File: src/sv/q4_dequant_dot_accumulate_unit_defines.svh
// Assertion macros for the q4 dequant dot accumulate unit.
// Included by the top-level RTL file, which carries the concurrent checks; needs nothing else.
`ifndef Q4_DEQUANT_DOT_ACCUMULATE_UNIT_DEFINES_SVH
`define Q4_DEQUANT_DOT_ACCUMULATE_UNIT_DEFINES_SVH

`ifndef SYNTH
// Same-cycle implication, sampled on i_clk, off during reset.
`define Q4DQ_ASSERT_SAME(label, ante, cons) \
    label: assert property (@(posedge i_clk) disable iff (!i_rst_n) (ante) |-> (cons)) \
        else $error("q4dq check failed");
// Next-cycle implication, sampled on i_clk, off during reset.
`define Q4DQ_ASSERT_NEXT(label, ante, cons) \
    label: assert property (@(posedge i_clk) disable iff (!i_rst_n) (ante) |=> (cons)) \
        else $error("q4dq check failed");
`else
`define Q4DQ_ASSERT_SAME(label, ante, cons)
`define Q4DQ_ASSERT_NEXT(label, ante, cons)
`endif

`endif

File: src/sv/q4dq_pkg.sv
// Shared types, widths and saturation helper for the q4 dequant dot accumulate unit.
// No dependencies; imported by every module of the block.
`default_nettype none

package q4dq_pkg;

    localparam int LANES     = 4;
    localparam int ACC_BITS  = 48;
    localparam int IN_LANES  = 4;
    localparam int OUT_BITS  = 48;
    localparam int USED_LANES = (LANES < IN_LANES) ? LANES : IN_LANES;

    localparam int W_BITS  = 4;
    localparam int ACT_W   = 16;
    localparam int SCALE_W = 16;
    localparam int ZERO_W  = 8;
    localparam int DIFF_W  = W_BITS + 3 + 2;        // weight*8 - zero, signed
    localparam int DS_W    = DIFF_W + SCALE_W;      // diff * scale
    localparam int PROD_W  = DS_W + ACT_W;          // diff * scale * act
    localparam int LSUM_W  = PROD_W + $clog2(IN_LANES);
    localparam int WIDE_W  = ((ACC_BITS > OUT_BITS) ? ACC_BITS : OUT_BITS) + 2;

    typedef logic        [W_BITS-1:0]   t_weight;
    typedef logic signed [ACT_W-1:0]    t_act;
    typedef logic signed [SCALE_W-1:0]  t_scale;
    typedef logic signed [ZERO_W-1:0]   t_zero;
    typedef logic signed [DIFF_W-1:0]   t_diff;
    typedef logic signed [DS_W-1:0]     t_ds;
    typedef logic signed [PROD_W-1:0]   t_prod;
    typedef logic signed [LSUM_W-1:0]   t_lsum;
    typedef logic signed [ACC_BITS-1:0] t_acc;
    typedef logic signed [OUT_BITS-1:0] t_out;
    typedef logic signed [WIDE_W-1:0]   t_wide;

    typedef struct packed {
        logic first;
        logic last;
        t_out start;
    } t_ctrl;

    typedef struct packed {
        t_wide value;
        logic  clip;
    } t_sat;

    localparam t_wide ACC_MAX = {{(WIDE_W-ACC_BITS+1){1'b0}}, {(ACC_BITS-1){1'b1}}};
    localparam t_wide OUT_MAX = {{(WIDE_W-OUT_BITS+1){1'b0}}, {(OUT_BITS-1){1'b1}}};

    // Clamp v to [-hi-1, hi] and report whether it clipped.
    function automatic t_sat sat_clamp(input t_wide v, input t_wide hi);
        t_sat  r;
        t_wide lo;
        lo = ~hi;
        if (v > hi) begin
            r.value = hi;
            r.clip  = 1'b1;
        end else if (v < lo) begin
            r.value = lo;
            r.clip  = 1'b1;
        end else begin
            r.value = v;
            r.clip  = 1'b0;
        end
        return r;
    endfunction

endpackage

`default_nettype wire

File: src/sv/q4dq_lane.sv
// One dequantize-and-multiply lane: (weight*8 - zero) * scale, then * activation.
// Two registered multiply stages; depends on q4dq_pkg.
`default_nettype none

module q4dq_lane
    import q4dq_pkg::*;
(
    input  wire logic    i_clk,
    input  wire logic    i_en,
    input  wire t_weight i_weight,
    input  wire t_act    i_act,
    input  wire t_scale  i_scale,
    input  wire t_zero   i_zero,
    output t_prod        o_prod
);

    t_diff w_diff;
    t_ds   r_ds;
    t_act  r_act;
    t_prod r_prod;

    // Weight in Q.3 minus zero point in Q.3.
    assign w_diff = $signed({2'b00, i_weight, 3'b000}) - t_diff'(i_zero);

    always_ff @(posedge i_clk) begin
        if (i_en) begin
            r_ds   <= t_ds'(w_diff) * t_ds'(i_scale);
            r_act  <= i_act;
            r_prod <= t_prod'(r_ds) * t_prod'(r_act);
        end
    end

    assign o_prod = r_prod;

endmodule

`default_nettype wire

File: config.mk
export PLATFORM = sky130hd
export DESIGN_NAME = q4dq_lane
export DESIGN_NICKNAME = d
export VERILOG_FILES = /design/src/sv/q4_dequant_dot_accumulate_unit_defines.svh /design/src/sv/q4dq_pkg.sv /design/src/sv/q4dq_lane.sv
export SDC_FILE = /design/constraint.sdc
export NUM_CORES = 2
export LEC_CHECK = 0
export BUFFER_PORTS_ARGS = -buffer_cell sky130_fd_sc_hd__buf_2
export CORE_AREA = 2 2 231 325
export CTS_CLUSTER_SIZE = 16
export DETAILED_ROUTE_END_ITERATION = 7
export DIE_AREA = 0 0 233 327
export GPL_TIMING_DRIVEN = 0
export MAX_ROUTING_LAYER = met4
export PLACE_DENSITY = 0.56
export RECOVER_POWER = 100
export SYNTH_ARGS = -nofsm -noshare
export SYNTH_HDL_FRONTEND = slang
export SYNTH_SLANG_ARGS = --single-unit
export TNS_END_PERCENT = 100
File: constraint.sdc
create_clock -name i_clk -period 8.3 [get_ports i_clk]
set_clock_uncertainty 0.1 [all_clocks]
set_input_delay 0.415 -clock i_clk [delete_from_list [all_inputs] [get_ports i_clk]]
set_output_delay 0.415 -clock i_clk [all_outputs]
set_load 0.02 [all_outputs]
After elaboration in Yosys (flattened, before gate mapping) --
Index checks and enable logic that the tools add are counted.
Storage, ports and cells: flip-flop bits (word level) 82, latch bits 0, bits in writable memories 0, bits in read-only memories 0, output and inout bits 41, memories kept 0
Operators by class: $add $sub $neg 1, multiply operators 2, div/mod/pow operators 0, magnitude comparators 0, equality and inequality tests 0, shift-type cells 0, mux-type cells 0, bitwise gates (word level) 0, reduce and logical (&&, ||, !) cells 0
Operator list (number):
- $mul A25 B16 Y41 | 1
- $mul A9 B16 Y25 | 1
- $sub A8 B8 Y9 | 1

Depth between registers and ports, before layout --
depth after elaboration 2, gate-level depth with buffers 28, depth with buffers taken out 26

Least setup slack after synthesis --
No wires, ideal clock.
kind input to register, start point input i_zero[0], end point register r_ds[23] (data pin), setup time 0.158 ns, arrival 6.546 ns, slack 1.496 ns, cell stages on the path 28, path through clkbuf_1 -> clkbuf_1 -> inv_1 -> ha_1 -> a31oi_1 -> o21bai_1 -> and2_1 -> nor2_1 -> xnor2_1 -> clkbuf_1 -> nand2_1 -> fa_1 -> fa_1 -> inv_1 -> fa_1 -> fa_1 -> inv_1 -> fa_1 -> inv_1 -> ha_1 -> inv_1 -> o21bai_1 -> a21oi_1 -> o21ai_0 -> a221oi_1 -> o211ai_1 -> a211o_1 -> o211ai_1
Between the ends: longest elaborated chain between the ends 2
Ends and longest elaborated chain:
- start, declared | RTL line q4dq_lane.sv:13 | input wire t_zero i_zero,
- $sub A8 B8 Y9 | RTL line q4dq_lane.sv:23 | assign w_diff = $signed({2'b00, i_weight, 3'b000}) - t_diff'(i_zero);
- $mul A9 B16 Y25 | RTL line q4dq_lane.sv:27 | r_ds <= t_ds'(w_diff) * t_ds'(i_scale);
- end signal, assigned | RTL line q4dq_lane.sv:27
- end, declared | RTL line q4dq_lane.sv:18 | t_ds r_ds;
No other way between the ends. A chain may end at the register's enable or synchronous reset.

Worst setup path in the final report --
start point register r_act[7], end point register r_prod[36], in the netlist o_prod[36] (data pin)
Between the ends: longest elaborated chain between the ends 1
Ends and longest elaborated chain:
- start, declared | RTL line q4dq_lane.sv:19 | t_act r_act;
- start signal, assigned | RTL line q4dq_lane.sv:28 | r_act <= i_act;
- $mul A25 B16 Y41 | RTL line q4dq_lane.sv:29 | r_prod <= t_prod'(r_ds) * t_prod'(r_act);
- end signal, assigned | RTL line q4dq_lane.sv:29
- end, declared | RTL line q4dq_lane.sv:20 | t_prod r_prod;
No other way between the ends.

==> Flow_metrics.wiki <==
{| class="wikitable"
! Metric !! Value
|-
| Status || finished with violations
|-
| Failing checks || capacitance limit, slew limit
|-
| Avg Inst Size Synth || around 9.7 sq um
|-
| Detailed-route via count || 15100
|-
| Worst min-delay path category || in2reg
|-
| Leading register cell type out of synthesis || edfxtp_1
|-
| Clock tree from TritonCTS || done
|-
| First-iteration detailed-routing DRC count || 620
|-
| Starting Density || slightly below 30%
|-
| Hold path depth || 1
|-
| Grt ovf || 0
|-
| CTS Hold Bufs || 0
|-
| Wirelength, routed || ~57 mm
|-
| DRC violation count after routing || 0
|-
| Met2 capacity usage during global routing || a little under a third
|-
| Largest net degree at the start of global routing || 64
|-
| EDFF count, synth || 82
|-
| Count of buffers from port buffering || around 80
|-
| Top-level port count || between 80 and 90
|-
| Clock network latency to the later pin of the worst-skew pair || 0.40 ns
|-
| Most common cell in the synthesized netlist || inv_1
|-
| First-pass detailed-route iteration total || 5
|-
| Worst Max-Slew Pin Slew || roughly 3.6 ns
|-
| Slew Limit Fails || 64
|-
| Fraction of layout instances using a drive strength above 1 || 2.21%
|-
| Critical path peak fanout || 10
|-
| Type of the worst setup path || reg2reg
|-
| ANT nets after route || 0
|-
| Met1 usage in global routing || between 10% and 20%
|-
| Portion of the clock cycle consumed by the worst path in the final layout || roughly 94%
|-
| Number of cells traversed by the worst register-to-register path || 20
|-
| Total Die Area || 76200 sq um
|-
| Final hold violation count || 0
|-
| Kind of start point of the critical path || register
|-
| Dominant cell type by count on the critical path || fa_1
|-
| Register cell area after layout || between 2000 and 2500 sq um
|-
| Number of core rows || 118
|-
| Required time of the critical path || 8.34 ns
|-
| Critical Path Max Stage Delay || ~0.74 ns
|-
| Floorplan die height || 327 microns
|-
| Accumulated negative setup slack || 0 ns
|-
| Syn_nets || just under 3000
|-
| Overall global routing resource usage || 16.5%
|-
| Met3 GRT Util || 2.03%
|-
| Endpoint arrival time on the critical path || ~7.8 ns
|-
| H-Tree Level Count || 3
|-
| Leading post-synthesis cells by cell area || fa_1 (46%), edfxtp_1 (11%), inv_1 (9.7%)
|-
| Max Buffers Root-to-Sink || 2
|-
| Routability congestion estimate || just over 0.9
|-
| Count of clock tree sinks || 82
|-
| Number of global-route vias before repair || between 15000 and 20000
|-
| Ys async rst share || 0%
|-
| Synthesis-stage register bit count || between 80 and 90
|-
| Post-synth top cells || inv_1 (564), fa_1 (507), nand2_1 (275)
|-
| Syn-to-layout area delta || 8.41%
|-
| Die Width || between 200 and 250 microns
|-
| Relative max-transition margin || -142%
|-
| Most used routing layer in global routing || met2
|-
| Core Box Area || around 73000 sq um
|-
| Global-route wire length before repair || 92.5 mm
|-
| Clock Pin Slew Worst Setup and Hold Paths || roughly 0.090 ns
|-
| Number of nets in the finished design || 3059
|-
| Filler cell count in the final layout || 7600
|-
| Core occupancy in the finished layout || around a third
|-
| Cell type with the largest total area after synthesis || fa_1
|-
| Area share of the leading cell type in the synthesized netlist || between 40% and 50%
|-
| Crit end category || register
|-
| Number of buffers created by CTS || 9
|-
| Number of antenna violations at the first check in global routing || 1
|-
| Post-Synthesis Cells || 2256
|-
| Cell area after synthesis || roughly 22000 sq um
|-
| Post-detailed-route via-to-cell ratio || around 4.6
|-
| Multi-input gate area in the final layout || between 15000 and 20000 sq um
|-
| Clock root buffer || clkbuf_16
|-
| Final setup viols || 0
|-
| Post-detailed-placement half-perimeter wirelength || roughly 49 mm
|-
| Master of the slowest instance on the critical path || edfxtp_1
|-
| Unrepaired setup endpoints after global routing || no
|-
| Wire length per cell || roughly 17 microns
|-
| Min cycle time layout || approximately 7.8 ns
|-
| Max-Cap Viols || 1
|-
| Fraction of the yosys area taken by sequential cells || 11.3%
|-
| Cell-by-cell listing of the critical path || clkbuf_1 -> nand2_1 -> fa_1 -> inv_1 -> fa_1 -> fa_1 -> fa_1 -> fa_1 -> inv_1 -> fa_1 -> inv_1 -> ha_1 -> a2111oi_1 -> nand2_1 -> a211oi_1 -> o21ai_1 -> a21oi_2 -> nor2_1 -> a211oi_1 -> xnor2_1
|-
| Synth Warn # || 0
|-
| Number of distinct library cells after synthesis || 55
|-
| Maximum frequency from static timing analysis || between 100 and 150 MHz
|}
-- per-stage QoR --
step | instances | hold slack, ns | cell area, sq um | setup slack, ns
finish | 3315 | 0.0922 | 23700 | 0.537
global route | 3315 | 0.0750 | 23700 | 0.111
CTS | 3314 | 0.0658 | 23800 | 0.176
detailed placement | 3298 | 0.493 | 23500 | 0.256
global placement | 3297 | 0.492 | 23400 | 0.228
floorplan | 2256 | 0.414 | 21800 | 1.50
-- state kept, by name, indices dropped and copies added (netlist names) --
signal and count:
r_act 16, r_ds 25, o_prod 41
-- worst max-delay path, delay by kind of cell, from the launching register on --
family,cells,cell delay [ns]
AO/OA/AOI/OAI,5,1.92
buffers and inverters,4,0.76
AND/OR/NAND/NOR,3,0.46
flip-flops,1,0.74
XOR/XNOR,1,0.12
adder cells (fa/ha/maj),7,3.39
-- layout by cell type (no fill, tap or decap), types with 8 or more instances in the layout --
cell type  count
inv_1        564
and2_1       213
and2_0         9
nor3_1        11
ha_1         157
clkbuf_16      9
xor2_1        14
buf_2         30
nand2_1      275
nand2b_1      16
o21ai_0       25
nor2_1        59
a21oi_1       45
nand3_1        8
a21o_1        25
a211oi_1       9
nor2b_1       34
clkbuf_1     120
edfxtp_1      82
xnor2_1       57
o21bai_1      13
fa_1         507
-- kinds of logic after synthesis --
kind of cell	after synthesis	synth area share, %
simple gates	646	14.7
buf+inv	635	10.9
compound gates	158	4.80
flops	82	11.3
xor+xnor	71	2.85
fa+ha+maj	664	55.5
-- metal layers --
layer | up-vias | wire [microns]
met5 | - | 0
met4 | 0 | 2950
met3 | 120 | 1980
met2 | 290 | 32100
met1 | 7846 | 20000
li1 | 6860 | -
-- area by class of cell --
cell class / count / share of cell area (%)
multi-input cells: 1539 / 71.7
diodes: 1 / 0.0106
plain buffers: 70 / 1.11
inverters: 565 / 8.96
clock inverters: 7 / 0.322
well taps: 960 / 5.08
clock buffers: 9 / 0.952
repair buffers: 82 / 1.46
flip-flops and latches: 82 / 10.4
-- worst paths after layout --
path / startpoint / endpoint / slack [ns]
setup reg to reg: r_act[7] / o_prod[36] / 0.54
hold / removal: i_act[8] / r_act[8] / 0.09
hold reg to reg: r_act[0] / o_prod[0] / 0.71
setup / recovery: r_act[7] / o_prod[36] / 0.54
-- timing repair --
action                                  in CTS  in global routing
setup buffers                                0                  0
hold endpoints to repair                     0                  0
endpoints found under the setup margin       0                  2
gates resized for setup                      0                  1
Power is left out: the tool's default activity adds up to more than one toggle a clock period on the data nets, which glitch-free logic cannot reach.
