## src/sv/q4_dequant_dot_accumulate_unit_defines.svh

```systemverilog
// Assertion macros for the q4 dequant dot accumulate unit.
// Included by the top-level RTL file, which carries the concurrent checks; needs nothing else.
`ifndef Q4_DEQUANT_DOT_ACCUMULATE_UNIT_DEFINES_SVH
`define Q4_DEQUANT_DOT_ACCUMULATE_UNIT_DEFINES_SVH

`ifndef SYNTH
// Same-cycle implication, sampled on i_clk, off during reset.
`define Q4DQ_ASSERT_SAME(label, ante, cons) \
    label: assert property (@(posedge i_clk) disable iff (!i_rst_n) (ante) |-> (cons)) \
        else $error("q4dq check failed");
// Next-cycle implication, sampled on i_clk, off during reset.
`define Q4DQ_ASSERT_NEXT(label, ante, cons) \
    label: assert property (@(posedge i_clk) disable iff (!i_rst_n) (ante) |=> (cons)) \
        else $error("q4dq check failed");
`else
`define Q4DQ_ASSERT_SAME(label, ante, cons)
`define Q4DQ_ASSERT_NEXT(label, ante, cons)
`endif

`endif

```

## src/sv/q4dq_pkg.sv

```systemverilog
// Shared types, widths and saturation helper for the q4 dequant dot accumulate unit.
// No dependencies; imported by every module of the block.
`default_nettype none

package q4dq_pkg;

    localparam int LANES     = 4;
    localparam int ACC_BITS  = 48;
    localparam int IN_LANES  = 4;
    localparam int OUT_BITS  = 48;
    localparam int USED_LANES = (LANES < IN_LANES) ? LANES : IN_LANES;

    localparam int W_BITS  = 4;
    localparam int ACT_W   = 16;
    localparam int SCALE_W = 16;
    localparam int ZERO_W  = 8;
    localparam int DIFF_W  = W_BITS + 3 + 2;        // weight*8 - zero, signed
    localparam int DS_W    = DIFF_W + SCALE_W;      // diff * scale
    localparam int PROD_W  = DS_W + ACT_W;          // diff * scale * act
    localparam int LSUM_W  = PROD_W + $clog2(IN_LANES);
    localparam int WIDE_W  = ((ACC_BITS > OUT_BITS) ? ACC_BITS : OUT_BITS) + 2;

    typedef logic        [W_BITS-1:0]   t_weight;
    typedef logic signed [ACT_W-1:0]    t_act;
    typedef logic signed [SCALE_W-1:0]  t_scale;
    typedef logic signed [ZERO_W-1:0]   t_zero;
    typedef logic signed [DIFF_W-1:0]   t_diff;
    typedef logic signed [DS_W-1:0]     t_ds;
    typedef logic signed [PROD_W-1:0]   t_prod;
    typedef logic signed [LSUM_W-1:0]   t_lsum;
    typedef logic signed [ACC_BITS-1:0] t_acc;
    typedef logic signed [OUT_BITS-1:0] t_out;
    typedef logic signed [WIDE_W-1:0]   t_wide;

    typedef struct packed {
        logic first;
        logic last;
        t_out start;
    } t_ctrl;

    typedef struct packed {
        t_wide value;
        logic  clip;
    } t_sat;

    localparam t_wide ACC_MAX = {{(WIDE_W-ACC_BITS+1){1'b0}}, {(ACC_BITS-1){1'b1}}};
    localparam t_wide OUT_MAX = {{(WIDE_W-OUT_BITS+1){1'b0}}, {(OUT_BITS-1){1'b1}}};

    // Clamp v to [-hi-1, hi] and report whether it clipped.
    function automatic t_sat sat_clamp(input t_wide v, input t_wide hi);
        t_sat  r;
        t_wide lo;
        lo = ~hi;
        if (v > hi) begin
            r.value = hi;
            r.clip  = 1'b1;
        end else if (v < lo) begin
            r.value = lo;
            r.clip  = 1'b1;
        end else begin
            r.value = v;
            r.clip  = 1'b0;
        end
        return r;
    endfunction

endpackage

`default_nettype wire

```

## src/sv/q4dq_merge.sv

```systemverilog
// Lane merge: adds the lane products into one registered lane sum.
// Depends on q4dq_pkg.
`default_nettype none

module q4dq_merge
    import q4dq_pkg::*;
(
    input  wire logic  i_clk,
    input  wire logic  i_en,
    input  wire t_prod i_prod [USED_LANES],
    output t_lsum      o_sum
);

    t_lsum w_sum;
    t_lsum r_sum;

    always_comb begin
        w_sum = '0;
        for (int i = 0; i < USED_LANES; i++) begin
            w_sum = w_sum + t_lsum'(i_prod[i]);
        end
    end

    always_ff @(posedge i_clk) begin
        if (i_en) begin
            r_sum <= w_sum;
        end
    end

    assign o_sum = r_sum;

endmodule

`default_nettype wire

```

## config.mk

```make
export PLATFORM = sky130hd
export DESIGN_NAME = q4dq_merge
export DESIGN_NICKNAME = d
export VERILOG_FILES = /design/src/sv/q4_dequant_dot_accumulate_unit_defines.svh /design/src/sv/q4dq_pkg.sv /design/src/sv/q4dq_merge.sv
export SDC_FILE = /design/constraint.sdc
export NUM_CORES = 1
export LEC_CHECK = 0
export ABC_AREA = 1
export BUFFER_PORTS_ARGS = -buffer_cell sky130_fd_sc_hd__buf_2
export CAP_MARGIN = 30
export CORE_ASPECT_RATIO = 1.4
export CORE_UTILIZATION = 35
export DETAILED_ROUTE_END_ITERATION = 16
export PLACE_DENSITY = 0.59
export SLEW_MARGIN = 25
export SYNTH_ARGS = -nofsm -noshare
export SYNTH_HDL_FRONTEND = slang
export SYNTH_SLANG_ARGS = --single-unit
```

## constraint.sdc

```tcl
create_clock -name i_clk -period 5.25 [get_ports i_clk]
set_clock_uncertainty 0.15 [all_clocks]
set_input_delay 1.05 -clock i_clk [delete_from_list [all_inputs] [get_ports i_clk]]
set_output_delay 1.05 -clock i_clk [all_outputs]
set_load 0.03 [all_outputs]
```

Word level (Yosys, flattened, before mapping)
Cells that the tools add are included.
- bitwise gates (word level): 0
- equality and inequality tests: 0
- shifts and indexed selects: 0
- add/sub/neg operators: 3
- reductions and logical operators: 0
- multipliers: 0
- divide/modulo/power cells: 0
- $lt $le $gt $ge: 0
- muxes and demuxes: 0
- operator list (cell ; number):
    $add 42x41->43 ; 1
    $add 43x41->43 ; 1
    $add 41x41->42 ; 1
- bits of input ports: 166
- bits in read-only memories: 0
- word-level logic and storage cells: 4
- RAM bits: 0
- memories kept: 0
- bits in latches: 0
- register bits: 43
- output and inout port bits: 43

Logic depth before layout (Yosys ltp)
Gate-level depths: netlist of run 1.
- depth after elaboration: 3
- depth in mapped cells: 18

Worst setup path after synthesis of run 1
No wires, ideal clock.
- path kind: in2reg
- start point: in i_prod[1] (netlist name)
- end point: reg r_sum[41], in the netlist o_sum[41] (data pin)
- stages: 17
- buffers on the path: 0
- arrival: 3.392 ns
- setup time: 0.252 ns
- data required time: 4.848 ns
- path slack: 1.455 ns
- path through: inv_1 fa_1 fa_1 inv_1 ha_1 inv_1 fa_1 inv_1 nand2_1 nand2_1 nand3_1 nand2_2 nand2_2 nand3_2 nand2_2 nand3_1 nand2_1
- word-level cells in the longest chain between the ends: 1
- ends and longest elaborated chain (item ; RTL line ; source):
    from (decl) ; q4dq_merge.sv:10 ; input wire t_prod i_prod [USED_LANES],
    $add 43x41->43 ; q4dq_merge.sv:20 ; w_sum = w_sum + t_lsum'(i_prod[i]);
    via w_sum[41] ; q4dq_merge.sv:14 ; t_lsum w_sum;
    to (signal assigned) ; q4dq_merge.sv:26 ; r_sum <= w_sum;
    to (decl) ; q4dq_merge.sv:15 ; t_lsum r_sum;
The timed path passes the listed nets, and every way through them passes these cells.
A chain may end at the register's enable or synchronous reset.

Worst setup path after layout of run 1
Same ends and word-level chain as after synthesis.

==> impl_metrics.yaml, run 1 <==
clock_tree:
  cts_buf_count: 5
  clk_pin_slew_ns: 0.06
  postCtsResizedCells: 0
  cts.htree.levels: 2
  cts.path.max_buffers: 2
  cts_sinks: 43
  postCtsHoldBufs: 0
  post_cts_setup_repair_buffer_count: 0
  clock-root-buffer: "sky130_fd_sc_hd__clkbuf_16"
  tritoncts: "built"
synth:
  synth.ff_latch_count: 43
  dominantRegCellSynth: "sky130_fd_sc_hd__edfxtp_1"
  syn-instance-count: 1020
  mappedNetlistArea_sq_um: 7110
  synth_top_area_cell: "sky130_fd_sc_hd__fa_1"
  synth-edff-count: 43
  area_contributors_post_synth: "sky130_fd_sc_hd__fa_1, sky130_fd_sc_hd__inv_1, sky130_fd_sc_hd__edfxtp_1"
  post-synth-top-area-fraction: 0.234
  synthesis.area_per_instance_sq_um: 6.97
  register_area_share_after_synthesis: 0.182
  ys_async_sr_fraction: 0
  synth_fp_nets: 1311
  count_of_different_cell_masters_after_synthesis: 25
  yosysWarnings: 0
timing:
  clock.fmax_ghz: 0.257
  timing.final.max_slew_violations: 0
  rsz0062_at_grt: "false"
  finalCriticalPeriod_ns: 3.89
  final.setup.worst_slack_ns: 1.36
  timing.slew.headroom: 0.690
  final.period_utilization: 0.741
  worst_slew_pin_slew_ns: 0.465
  timing.setup.tns_ns: 0
  final-hold-violation-count: 0
  setup_viol: 0
floorplan:
  core_area_sq_um: 19800
  placement_rows: 61
  io_pins: 209
  die_height_um: 171
  die_w_um: 122
  die_area_sq_um: 20900
  floorplan.initialDensity: 0.358
critical_path:
  worstSetupPathType: "input port to flop"
  critPathLaunchType: "input port"
  critPathMaxFanout: 4
  worstPathCellList: "buf_2, inv_1, fa_1, fa_1, inv_1, ha_1, inv_1, fa_1, inv_1, nand2_1, nand2_1, nand3_1, nand2_2, nand2_2, nand3_2, nand2_2, nand3_1, nand2_1"
  setup_crit_end_kind: "flop"
  cpPeakStageDelay_ns: 0.56
  critical_path_arrival_ns: 3.80
  critical_path_slowest_stage_cell: "sky130_fd_sc_hd__fa_1"
  cp_data_required_time_ns: 5.16
  cp_common_cell: "sky130_fd_sc_hd__inv_1"
global_route:
  grt_max_degree: 26
  grt_antenna_before_repair: 0
  grtUsageMet2: 0.365
  grt_busiest_layer: "met2"
  met3_global_route_usage: 0.0160
  first_global_vias: 6416
  wire_length_of_the_first_global_routing_pass_um: 28900
  grt_use_met1: 0.179
  overflow: 0
  gr-usage-all-layers: 0.178
layout:
  drive_gt1_frac: 0.210
  regArea_sq_um: 1290
  flip_flop_count_of_the_largest_register_after_layout: 43
  design_area_sq_um: 8670
  multi_input_comb_area_sq_um: 4410
  insertedDiodeCount: 0
  final-instance-count-excl-fill: 1489
  final_net_count: 1527
  layout-area-overhead-vs-synth_pct: 22.0
  fill_cells: 2151
power_and_ir_drop:
  ir_drop_mv: 0.161
  total_power_consumption_mw: 3.47
  power-per-cell-area_nw_per_um2: 400
  power.leakage_nw: 5.35
routing:
  avgRoutedWirePerCell_um: 11.9
  routed_wl_um: 17700
  num_vias: 6328
  drc: 0
  route.detailed.vias_per_inst: 4.25
  route.antenna.remaining_nets: 0
  detailedRoute.firstPassIterationCount: 5
  drtIter0Drc: 136
placement:
  final_estimated_routing_congestion_in_global_placement: 0.866
  buffer_ports.inserted: 208
  post_dp_cell_area_sq_um: 8480
  hpwl_um: 16000
  dp_worst_setup_slack_ns: 1.04
  placed_cells: 1481
flow_run:
  timing.max_cap.violations: 0
outcome:
  run_status: "finished clean"
min_path:
  timing.hold.worst.class: "input port to flop"
-- layout by cell type, fill, tap and decap left out, types with 2 or more instances in the layout --
cell type	count
sky130_fd_sc_hd__and2_1	2
sky130_fd_sc_hd__a31oi_1	4
sky130_fd_sc_hd__fa_1	83
sky130_fd_sc_hd__nand2b_1	2
sky130_fd_sc_hd__nand3_2	8
sky130_fd_sc_hd__bufinv_16	2
sky130_fd_sc_hd__nor3_1	7
sky130_fd_sc_hd__xnor2_1	7
sky130_fd_sc_hd__nor2_2	8
sky130_fd_sc_hd__buf_2	208
sky130_fd_sc_hd__nand2_2	21
sky130_fd_sc_hd__clkbuf_16	5
sky130_fd_sc_hd__xor2_1	18
sky130_fd_sc_hd__a21oi_1	31
sky130_fd_sc_hd__nand2_1	270
sky130_fd_sc_hd__o21ai_0	9
sky130_fd_sc_hd__nor2_1	53
sky130_fd_sc_hd__inv_1	372
sky130_fd_sc_hd__ha_1	42
sky130_fd_sc_hd__edfxtp_1	43
sky130_fd_sc_hd__nor2_4	6
sky130_fd_sc_hd__nand3_1	25
sky130_fd_sc_hd__o21bai_1	4
-- worst max-delay path, delay by kind of cell --
| family | cells | cell delay [ns] |
|---|---|---|
| fa+ha+maj | 4 | 1.57 |
| simple gates | 9 | 0.78 |
| buf+inv | 5 | 0.41 |
-- report_power, final --
| part | internal, mW | switching [mW] | leakage [nW] |
|---|---|---|---|
| registers | 0.620 | 0.0463 | 0.420 |
| logic | 0.787 | 1.60 | 4.84 |
| clock network | 0.273 | 0.142 | 0.0911 |
-- worst paths after layout --
kind,to,slack (ns),cells past startpoint,startpoint
worst min-delay path,o_sum[0],0.90,2,i_prod[123]
worst max-delay path,o_sum[41],1.36,18,i_prod[1]
-- per-layer routing --
layer | vias to the layer above | routed length (um) | share of wire
met4 | 0 | 484 | 0.027
met1 | 2835 | 6550 | 0.37
met3 | 27 | 601 | 0.034
li1 | 3316 | - | -
met2 | 150 | 10100 | 0.57
met5 | - | 0 | 0
-- cell type report --
type | count | area share
Clock buffer | 6 | 0.0149
Sequential cell | 43 | 0.149
Timing Repair Buffer | 209 | 0.122
Multi-Input combinational cell | 604 | 0.509
Inverter | 373 | 0.161
Clock inverter | 2 | 0.00693
Tap cell | 252 | 0.0364
-- metrics by stage --
| stage | hold slack [ns] | util |
|---|---|---|
| 2_1_floorplan | 1.01 | - |
| 3_3_place_gp | 1.20 | 0.426 |
| 3_5_place_dp | 1.21 | 0.427 |
| 4_1_cts | 0.903 | 0.437 |
| 5_1_grt | 0.922 | 0.437 |
| 6_report | 0.902 | 0.437 |
-- cells by family (layout without fill, tap and decap cells) --
group | Yosys count | count (layout) | share of synthesized area
compound gates | 49 | 49 | 0.0370
xor+xnor | 25 | 25 | 0.0308
fa+ha+maj | 125 | 125 | 0.308
buf+inv | 373 | 590 | 0.197
flops | 43 | 43 | 0.182
simple gates | 405 | 405 | 0.246
-- synthesized netlist by cell type (2+ instances only) --
master	count
sky130_fd_sc_hd__a21oi_1	31
sky130_fd_sc_hd__nand3_1	25
sky130_fd_sc_hd__nand3_2	8
sky130_fd_sc_hd__nand2_2	21
sky130_fd_sc_hd__and2_1	2
sky130_fd_sc_hd__o21bai_1	4
sky130_fd_sc_hd__ha_1	42
sky130_fd_sc_hd__xor2_1	18
sky130_fd_sc_hd__nor2_2	8
sky130_fd_sc_hd__edfxtp_1	43
sky130_fd_sc_hd__xnor2_1	7
sky130_fd_sc_hd__nand2b_1	2
sky130_fd_sc_hd__nor2_1	53
sky130_fd_sc_hd__inv_1	372
sky130_fd_sc_hd__o21ai_0	9
sky130_fd_sc_hd__a31oi_1	4
sky130_fd_sc_hd__fa_1	83
sky130_fd_sc_hd__nor2_4	6
sky130_fd_sc_hd__nor3_1	7
sky130_fd_sc_hd__nand2_1	270
Power figures use the tool's default switching activity.
==> run 2, diff against run 1 <==
--- a/config.mk
+++ b/config.mk
@@ -11,7 +11,7 @@
 export CORE_ASPECT_RATIO = 1.4
 export CORE_UTILIZATION = 35
 export DETAILED_ROUTE_END_ITERATION = 16
-export PLACE_DENSITY = 0.59
+export PLACE_DENSITY = 0.61
 export SLEW_MARGIN = 25
 export SYNTH_ARGS = -nofsm -noshare
 export SYNTH_HDL_FRONTEND = slang
==> constraint.sdc (replaced) <==
create_clock -name i_clk -period 3.5 [get_ports i_clk]
set_clock_uncertainty 0.15 [all_clocks]
set_input_delay 0.7 -clock i_clk [delete_from_list [all_inputs] [get_ports i_clk]]
set_output_delay 0.7 -clock i_clk [all_outputs]
set_load 0.03 [all_outputs]
==> run 2 against run 1 <==
Sequential share of layout area shrank 1.3 points. First-iteration DRC count grew 28%. Sequential power grew 48%. Global-route usage grew 0.31 points. Die area is the same. Critical path depth shrank 1. Sequential cell count is the same. Final area grew 9.5%. Wire length grew 2.6%. Largest cell class unchanged. Largest power group unchanged.
==> impl_metrics.yaml, run 2 (synthesized netlist as in run 1, its figures left out) <==
layout:
  layout.cells.most_common_list: "sky130_fd_sc_hd__inv_1, sky130_fd_sc_hd__nand2_1, sky130_fd_sc_hd__buf_2"
  most_common_cell_after_layout_fill_and_taps_aside: "sky130_fd_sc_hd__inv_1"
  drive_gt1_frac: 0.283
  postLayoutCoreUtil: 0.478
  layout-area-overhead-vs-synth_pct: 33.6
  fill_cells: 2078
  insertedDiodeCount: 0
  final_net_count: 1615
  flip_flop_count_of_the_largest_register_after_layout: 43
timing:
  timing.final.max_slew_violations: 0
  clock.fmax_ghz: 0.298
  timing.slew.headroom: 0.679
  final.period_utilization: 0.959
  rsz0062_at_grt: "true"
  final.setup.worst_slack_ns: 0.145
  final-hold-violation-count: 0
  timing.setup.tns_ns: 0
  final.hold.worst_slack_ns: 0.550
  setup_viol: 0
  finalCriticalPeriod_ns: 3.35
  worst_slew_pin_slew_ns: 0.482
clock_tree:
  cts.path.max_buffers: 2
  cts_buf_count: 5
  clock-root-buffer: "sky130_fd_sc_hd__clkbuf_16"
  post_cts_setup_repair_buffer_count: 0
  clk_pin_slew_ns: 0.06
  cts_sinks: 43
  cts.htree.levels: 2
  tritoncts: "built"
  postCtsHoldBufs: 0
critical_path:
  cp.depth: 17
  worstSetupPathType: "input port to flop"
  startpoint: "i_prod[19]"
  critical_path_arrival_ns: 3.26
  timing.critical_path.max_delay_family: "adder cells"
  critPathLaunchType: "input port"
  worstPathCellList: "buf_2, inv_1, fa_1, fa_1, inv_1, ha_1, buf_4, nand2_2, inv_1, nand2_1, nand2_1, a21oi_2, nand3_4, nand2_4, nand2_1, nand2_1, nand2_1"
  cp_data_required_time_ns: 3.40
  critical_path_slowest_stage_cell: "sky130_fd_sc_hd__fa_1"
  cp_common_cell: "sky130_fd_sc_hd__nand2_1"
  worstSetupEndpoint: "o_sum[41]"
  setup_crit_end_kind: "flop"
  critPathMaxFanout: 3
  worstPathBufferInverterCount: 5
  cpPeakStageDelay_ns: 0.52
routing:
  drtIter0Drc: 174
  avgRoutedWirePerCell_um: 11.5
  num_vias: 6688
  detailedRoute.firstPassIterationCount: 6
  route.antenna.remaining_nets: 0
  route.detailed.vias_per_inst: 4.24
  routed_wl_um: 18200
  drc: 0
placement:
  final_estimated_routing_congestion_in_global_placement: 0.850
  hpwl_um: 16400
  dp_worst_setup_slack_ns: -0.347
  buffer_ports.inserted: 208
floorplan:
  core_area_sq_um: 19800
  die_height_um: 171
  io_pins: 209
  die_w_um: 122
  floorplan.initialDensity: 0.358
  die_area_sq_um: 20900
  placement_rows: 61
global_route:
  grt_max_degree: 28
  wire_length_of_the_first_global_routing_pass_um: 29600
  overflow: 0
  gr-usage-all-layers: 0.181
  grt_antenna_before_repair: 0
  first_global_vias: 6844
power_and_ir_drop:
  combinationalPowerShare: 0.747
  internal_power_mw: 2.91
  switching_share: 0.495
  power.clock.fraction: 0.082
  ir_drop_mv: 0.215
  power-per-cell-area_nw_per_um2: 607
  power.sequential.fraction: 0.172
  total_switching_power_mw: 2.85
  power.leakage_nw: 5.78
flow_run:
  timing.max_cap.violations: 0
outcome:
  run_status: "finished clean"
min_path:
  timing.hold.worst.class: "input port to flop"
-- run 2: changes by cell type in the layout (fill, tap and decap cells not counted), sizes merged --
cell and change:
buf +88, bufinv -2, clkinv +1, clkinvlp +1
-- run 2: layout make-up --
class                      instances  area, sq um  area share
inverter                         373         1400       0.147
timing repair buffer             297         1720       0.181
clock inverter                     2         12.5     0.00132
clock buffer                       6          129      0.0136
tap                              252          315      0.0332
sequential                        43         1290       0.136
multi-input combinational        604         4620       0.487
-- run 2: worst min-delay path by stage --
stage | endpoint | startpoint | cells after the start
final | o_sum[0] | i_prod[123] | 2
after global routing | o_sum[0] | i_prod[123] | 2
after CTS | o_sum[0] | i_prod[123] | 2
after detailed placement | o_sum[0] | i_prod[123] | 2
after global placement | o_sum[0] | i_prod[123] | 2
after floorplan | o_sum[0] | i_en | 0
-- run 2: timing repair --
item,4_1_cts,5_1_grt
pin swaps,0,5
endpoints found under the setup margin,3,16
gates resized for setup,3,30
-- run 2: metrics by stage --
stage	std cells	power [mW]	cell area, sq um
6_report	1577	5.76	9490
5_1_grt	1577	6.31	9490
4_1_cts	1577	5.69	9300
3_5_place_dp	1569	5.18	9140
3_3_place_gp	1568	5.15	9120
2_1_floorplan	1020	3.60	7110
-- run 2: power by group through the flow --
stage | clock [mW] | sequential (mW) | combinational [mW]
after global routing | 0.502 | 1.01 | 4.80
after CTS | 0.485 | 0.992 | 4.21
final | 0.470 | 0.988 | 4.30
after floorplan | 0 | 1.49 | 2.11
after detailed placement | 0 | 1.00 | 4.18
after global placement | 0 | 0.999 | 4.15
-- run 2: metal layers --
layer / GRT usage / routed length, um / vias up
li1: - / - / 3488
met1: 0.173 / 6660 / 3016
met2: 0.379 / 10200 / 151
met3: 0.0207 / 670 / 33
met4: 0.0642 / 618 / 0
met5: 0 / 0 / -
